`src/design/flps_pkg.sv`:
```
// shared types and constants of the flash log parameter store
// depends on nothing
package flps_pkg;

  localparam logic [31:0] LOG_MAGIC   = 32'h7473_6170;
  localparam logic [31:0] ERASED_WORD = 32'hFFFF_FFFF;
  localparam logic [31:0] ASTRAY_MASK = 32'hFF00_0000;
  localparam logic [11:0] SLEN_MAX    = 12'hFFF;

  typedef enum logic [2:0] {
    CMD_FORMAT = 3'd0,
    CMD_CHECK  = 3'd1,
    CMD_SIZE   = 3'd2,
    CMD_WBEGIN = 3'd3,
    CMD_WDATA  = 3'd4,
    CMD_READ   = 3'd5,
    CMD_ERASE  = 3'd6,
    CMD_NONE   = 3'd7
  } cmd_t;

  typedef enum logic [4:0] {
    UOP_NONE, UOP_ACCEPT, UOP_CLR, UOP_FMT, UOP_RD0, UOP_M0C,
    UOP_LK_INIT_E, UOP_LK_INIT_I, UOP_LK_RID, UOP_LK_EVAL, UOP_LK_ADV,
    UOP_CHK, UOP_SETEND, UOP_SIZE, UOP_SAVE_OLD,
    UOP_HID_RD, UOP_HID_WR, UOP_HLEN_RD, UOP_HLEN_WR, UOP_WB_FIN, UOP_ZOLD,
    UOP_WD_RD, UOP_WD_WR, UOP_RD_LEN, UOP_RD_LC, UOP_RD_DC, UOP_ER
  } uop_t;

  typedef struct packed {
    logic clr_last;
    logic end_nz;
    logic wb_fit;
    logic lk_stop;
    logic lk_nz;
    logic pend;
    logic wl_last;
    logic old_nz;
    logic len_zero;
  } dp_status_t;

endpackage

```
`src/design/flps_ctrl.sv`:
```
// controller: command sequencer issuing datapath micro-operations
// depends on flps_pkg
module flps_ctrl (
  input  logic                 clk,
  input  logic                 rst_n,
  input  logic                 start,
  input  logic [2:0]           in_cmd,
  input  flps_pkg::dp_status_t status,
  output flps_pkg::uop_t       op,
  output logic                 busy,
  output logic                 out_valid
);
  import flps_pkg::*;

  typedef enum logic [26:0] {
    S_CLR   = 27'd1 << 0,
    S_IDLE  = 27'd1 << 1,
    S_RESP  = 27'd1 << 2,
    S_M0    = 27'd1 << 3,
    S_M0C   = 27'd1 << 4,
    S_CHK   = 27'd1 << 5,
    S_LKE   = 27'd1 << 6,
    S_LKI   = 27'd1 << 7,
    S_LKID  = 27'd1 << 8,
    S_LKIDC = 27'd1 << 9,
    S_LKLEN = 27'd1 << 10,
    S_SETE  = 27'd1 << 11,
    S_SIZE  = 27'd1 << 12,
    S_WBG   = 27'd1 << 13,
    S_WBH   = 27'd1 << 14,
    S_HIDR  = 27'd1 << 15,
    S_HIDW  = 27'd1 << 16,
    S_HLENR = 27'd1 << 17,
    S_HLENW = 27'd1 << 18,
    S_WBF   = 27'd1 << 19,
    S_ZOLD  = 27'd1 << 20,
    S_RDA   = 27'd1 << 21,
    S_RDL   = 27'd1 << 22,
    S_RDD   = 27'd1 << 23,
    S_ER    = 27'd1 << 24,
    S_WDR   = 27'd1 << 25,
    S_WDW   = 27'd1 << 26
  } state_t;

  state_t state_r, state_nxt;
  state_t ret_r, ret_nxt;
  cmd_t   cmd_r, cmd_nxt;

  always_comb begin
    state_nxt = state_r;
    ret_nxt   = ret_r;
    cmd_nxt   = cmd_r;
    op        = UOP_NONE;
    case (state_r)
      S_CLR: begin
        op = (cmd_r == CMD_FORMAT) ? UOP_FMT : UOP_CLR;
        if (status.clr_last) begin
          state_nxt = (cmd_r == CMD_FORMAT) ? S_RESP : S_IDLE;
        end
      end
      S_IDLE: begin
        if (start) begin
          op      = UOP_ACCEPT;
          cmd_nxt = cmd_t'(in_cmd);
          if (cmd_t'(in_cmd) == CMD_WDATA) begin
            state_nxt = status.pend ? S_WDR : S_RESP;
          end else if (status.pend) begin
            state_nxt = S_RESP;
          end else begin
            case (cmd_t'(in_cmd))
              CMD_FORMAT: state_nxt = S_CLR;
              CMD_CHECK:  state_nxt = S_M0;
              CMD_SIZE, CMD_WBEGIN: begin
                if (status.end_nz) begin
                  state_nxt = (cmd_t'(in_cmd) == CMD_SIZE) ? S_SIZE : S_WBG;
                end else begin
                  state_nxt = S_LKE;
                  ret_nxt   = S_SETE;
                end
              end
              CMD_READ: begin
                state_nxt = S_LKI;
                ret_nxt   = S_RDA;
              end
              CMD_ERASE: begin
                state_nxt = S_LKI;
                ret_nxt   = S_ER;
              end
              default: state_nxt = S_RESP;
            endcase
          end
        end
      end
      S_M0: begin
        op        = UOP_RD0;
        state_nxt = S_M0C;
      end
      S_M0C: begin
        op        = UOP_M0C;
        state_nxt = S_LKE;
        ret_nxt   = S_CHK;
      end
      S_CHK: begin
        op        = UOP_CHK;
        state_nxt = S_RESP;
      end
      S_LKE: begin
        op        = UOP_LK_INIT_E;
        state_nxt = S_LKID;
      end
      S_LKI: begin
        op        = UOP_LK_INIT_I;
        state_nxt = S_LKID;
      end
      S_LKID: begin
        op        = UOP_LK_RID;
        state_nxt = S_LKIDC;
      end
      S_LKIDC: begin
        op        = UOP_LK_EVAL;
        state_nxt = status.lk_stop ? ret_r : S_LKLEN;
      end
      S_LKLEN: begin
        op        = UOP_LK_ADV;
        state_nxt = S_LKID;
      end
      S_SETE: begin
        op        = UOP_SETEND;
        state_nxt = (cmd_r == CMD_SIZE) ? S_SIZE : S_WBG;
      end
      S_SIZE: begin
        op        = UOP_SIZE;
        state_nxt = S_RESP;
      end
      S_WBG: begin
        if (status.wb_fit) begin
          state_nxt = S_LKI;
          ret_nxt   = S_WBH;
        end else begin
          state_nxt = S_RESP;
        end
      end
      S_WBH: begin
        op        = UOP_SAVE_OLD;
        state_nxt = S_HIDR;
      end
      S_HIDR: begin
        op        = UOP_HID_RD;
        state_nxt = S_HIDW;
      end
      S_HIDW: begin
        op        = UOP_HID_WR;
        state_nxt = S_HLENR;
      end
      S_HLENR: begin
        op        = UOP_HLEN_RD;
        state_nxt = S_HLENW;
      end
      S_HLENW: begin
        op        = UOP_HLEN_WR;
        state_nxt = S_WBF;
      end
      S_WBF: begin
        op        = UOP_WB_FIN;
        state_nxt = (status.len_zero && status.old_nz) ? S_ZOLD : S_RESP;
      end
      S_ZOLD: begin
        op        = UOP_ZOLD;
        state_nxt = S_RESP;
      end
      S_RDA: begin
        op        = UOP_RD_LEN;
        state_nxt = status.lk_nz ? S_RDL : S_RESP;
      end
      S_RDL: begin
        op        = UOP_RD_LC;
        state_nxt = S_RDD;
      end
      S_RDD: begin
        op        = UOP_RD_DC;
        state_nxt = S_RESP;
      end
      S_ER: begin
        op        = UOP_ER;
        state_nxt = S_RESP;
      end
      S_WDR: begin
        op        = UOP_WD_RD;
        state_nxt = S_WDW;
      end
      S_WDW: begin
        op        = UOP_WD_WR;
        state_nxt = (status.wl_last && status.old_nz) ? S_ZOLD : S_RESP;
      end
      S_RESP: begin
        state_nxt = S_IDLE;
      end
      default: begin
        state_nxt = S_IDLE;
      end
    endcase
  end

  always_ff @(posedge clk) begin
    if (!rst_n) begin
      state_r <= S_CLR;
      ret_r   <= S_IDLE;
      cmd_r   <= CMD_NONE;
    end else begin
      state_r <= state_nxt;
      ret_r   <= ret_nxt;
      cmd_r   <= cmd_nxt;
    end
  end

  assign busy      = (state_r != S_IDLE);
  assign out_valid = (state_r == S_RESP);

endmodule

```
`config.mk`:
```
export PLATFORM = sky130hd
export DESIGN_NAME = flps_ctrl
export DESIGN_NICKNAME = d
export VERILOG_FILES = /design/src/design/flps_pkg.sv /design/src/design/flps_ctrl.sv
export SDC_FILE = /design/constraint.sdc
export NUM_CORES = 1
export LEC_CHECK = 0
export ABC_AREA = 1
export BUFFER_PORTS_ARGS = -buffer_cell sky130_fd_sc_hd__buf_2
export CAP_MARGIN = 20
export CORE_MARGIN = 1
export CORE_UTILIZATION = 45
export CTS_CLUSTER_SIZE = 12
export DETAILED_ROUTE_END_ITERATION = 8
export GPL_ROUTABILITY_DRIVEN = 0
export GPL_TIMING_DRIVEN = 1
export PLACE_DENSITY = 0.74
export SKIP_CTS_REPAIR_TIMING = 1
export SYNTH_ARGS = -nofsm -noshare
export SYNTH_HDL_FRONTEND = slang
export SYNTH_SLANG_ARGS = --single-unit
export TNS_END_PERCENT = 20
```
`constraint.sdc`:
```
create_clock -name clk -period 2.3 [get_ports clk]
set_clock_uncertainty 0.2 [all_clocks]
set_input_delay 0.115 -clock clk [delete_from_list [all_inputs] [get_ports clk]]
set_output_delay 0.115 -clock clk [all_outputs]
set_load 0.02 [all_outputs]
```
==> impl_metrics.ini <==
[outcome]
outcome = finished with violations
violations = setup timing

[clocking]
root_buffer = clkbuf_8
cts-buffers-inserted = 5
cts_buffer_depth = 2
path_clk_slew_ns = 0.08
cts_sinks = 36
clkLatencyLatePin_ns = 0.30
htree_levels = 2
cts_tree = done

[worst_setup_path]
crit_required_ns = 1.99
crit_type = reg -> out
reg2reg_slack_ns = 0.09
path_buf_inv = 3
r2r_cells = 8
crit_arrival_ns = 2.01
critPathLaunchType = flop
r2r-start = state_r[5]
crit_family = simple AND/OR/NAND/NOR gates
crit_fanout = 5
critical_path.endpoint_type = output pin
cp_num_cells = 11
crit_path_top_delay_cell = dfxtp_4
rr_endpoint = state_r[20]
worstPathCellList = nor2_4 -> nand2_4 -> nor2_4 -> nand2_8 -> buf_4 -> nor2_2 -> inv_1 -> nand4_1 -> nor3_1 -> nand4_1 -> buf_4
cpPeakStageDelay_ns = 0.36

[placed_design]
dp_cells = 476
placement.io_buffers = 21
pre_cts_slack_ns = 0.186
hpwl_mm = 4.70

[power]
p_comb_share_pct = 16.0
p_clk_share_pct = 39.1
switchingPower_mw = 0.389
seqPwrFrac_pct = 44.9
power.internal_mw = 1.04
power.leakage_nw = 1.34
power.density_mw_per_mm2 = 481
p_sw_share_pct = 27.3
ir_drop_uv = 315

[sta]
fmax_mhz = 431
holdWs_ns = 0.00531
worst_slew_pin_slew_ns = 0.555
slew_headroom_pct = 62.5
fin_ws_ns = -0.0222
fin_crit_ns = 2.32
slew_violations = 0
rsz0062_at_grt = true
finalSetupViolCount = 1
hold_viol_final = 0
period_share_pct = 101

[global_routing]
antenna_found_initial = 0
grt_max_degree = 17
grt_pass1_wl_mm = 9.69
grt_pass1_vias = 2189
track_usage_pct = 23.1
globalRouteOverflowTotal = 0

[layout]
regArea_sq_um = 734
fill_cells = 534
multi_input_area_sq_mm = 0.00152
area_delta_synth_final_pct = 22.8
drive_gt1_share_pct = 24.6
antenna_cells = 0
finalNonFillerCells = 501
fin_nets = 445

[floorplan]
core-area_sq_mm = 0.00514
rows = 26
start_util_pct = 46.9
die_w_um = 75.2
io_pins = 22
die_y_um = 75.2
die-area_sq_mm = 0.00565

[run]
drv_cap = 0

[routing]
first_iter_violations = 196
vias = 2528
drt_drc_violations_left = 0
drt_wl_total_mm = 6.33
wl_per_cell_um = 12.6
postRouteAntennaNets = 0
viasPerCell = 5.05
first_pass_iters = 4

[min_path]
min-delay-start = in_cmd[2]
hold_end = cmd_r[2]
hp-class = in -> reg
hold_depth = 3

[synthesis]
ys_seq_area_share_pct = 29.9
syn_nets = 402
synth_area_per_cell_sq_um = 6.23
syn_area_sq_mm = 0.00241
yosysUniqueCellTypes = 34
syn_inst = 387
ys_ff_latch = 36
yosysWarnings = 0
[power groups by stage]
stage | registers [mW] | clock network [mW] | logic, mW
final | 0.640 | 0.558 | 0.228
after detailed placement | 0.655 | 0 | 0.202
after floorplan | 0.653 | 0 | 0.152
after global placement | 0.655 | 0 | 0.199
after global routing | 0.641 | 0.584 | 0.252
after CTS | 0.640 | 0.564 | 0.203
[per-layer routing]
metal	share of wire (%)	vias to the layer above	track usage, %
li1	-	1309	-
met1	45	1132	30.9
met2	48	75	37.8
met3	5.3	12	2.54
met4	2.2	0	10.1
met5	0	-	0
[cell usage after synthesis]
| cell | number | area [sq um] |
|---|---|---|
| o311ai_0 | 1 | 8.76 |
| o22ai_1 | 1 | 6.26 |
| a21oi_2 | 5 | 43.8 |
| clkbuf_1 | 3 | 11.3 |
| inv_1 | 53 | 199 |
| nor2_2 | 9 | 56.3 |
| a21oi_1 | 5 | 25.0 |
| o21ai_2 | 1 | 8.76 |
| nand2_1 | 79 | 297 |
| nor4b_1 | 1 | 8.76 |
| nand4_1 | 8 | 50.1 |
| nand3_2 | 1 | 10.0 |
| and3_1 | 1 | 6.26 |
| a31oi_1 | 1 | 6.26 |
| nor2_4 | 4 | 45.0 |
| or2_4 | 1 | 8.76 |
| dfxtp_1 | 36 | 721 |
| o211ai_1 | 3 | 22.5 |
| nor2_8 | 2 | 40.0 |
| clkinv_1 | 1 | 3.75 |
| inv_2 | 2 | 7.51 |
| nand2_4 | 6 | 67.6 |
| buf_6 | 2 | 22.5 |
| nand2_2 | 7 | 43.8 |
| nand3_1 | 29 | 145 |
| o2111ai_1 | 1 | 8.76 |
| nor3_1 | 21 | 105 |
| nand3b_1 | 2 | 15.0 |
| inv_4 | 2 | 12.5 |
| nor3b_1 | 4 | 30.0 |
| o21ai_0 | 10 | 50.1 |
| nor2_1 | 83 | 312 |
| or3_1 | 1 | 6.26 |
| nor4_1 | 1 | 6.26 |
[worst reg2reg max path, cell delays in order, from the launching register on]
cell           delay (ns)
dfxtp_1              0.33
nor2_2               0.17
nand2_2              0.13
nor2_4               0.23
nand2_8              0.12
nor2_2               0.18
nand3_1              0.08
dlygate4sd3_1        0.56
a21oi_1              0.12
[kinds of logic after synthesis]
group | count (synthesis) | synth area share [%]
and+or+nand+nor | 260 | 52.0
buffers and inverters | 63 | 10.6
DFF | 36 | 29.9
AOI/OAI and AO/OA | 28 | 7.48
[worst max path at each step]
stage,start,to
after floorplan,state_r[25],out_valid
after global placement,state_r[16],state_r[2]
after detailed placement,state_r[25],ret_r[11]
after CTS,state_r[16],op[3]
after global routing,state_r[5],op[0]
final,state_r[16],op[2]
[layout by cell type (no fill, tap or decap), drive strengths merged, types with 3 or more instances in the layout]
master        n
o21ai        11
dlygate4sd3   8
nor2         98
nor3         21
inv          56
nor3b         4
clkbuf        5
nand2        93
dfxtp        36
nand3        30
a21oi        10
o211ai        3
buf          32
nand4         8
[area by class of cell]
class,count,share of cell area [%]
Multi-Input combinational cell,289,51.4
Clock buffer,5,2.32
Clock inverter,3,1.44
Sequential cell,36,24.8
Tap cell,70,2.96
Timing Repair Buffer,40,9.43
Inverter,58,7.65
[stage by stage]
stage	total power [mW]	util, %	instance area [sq um]	setup TNS (ns)
after floorplan	0.805	-	2410	0
after global placement	0.854	50.4	2590	0
after detailed placement	0.857	50.4	2590	0
after CTS	1.41	52.6	2700	-0.222
after global routing	1.48	57.6	2960	-0.300
final	1.43	57.6	2960	-0.0222
[state kept, by name (all words and copies together), names as in the netlist]
name and count:
cmd_r 3, ret_r 6, state_r 27
Note: power is estimated with default switching activity, not from simulation.
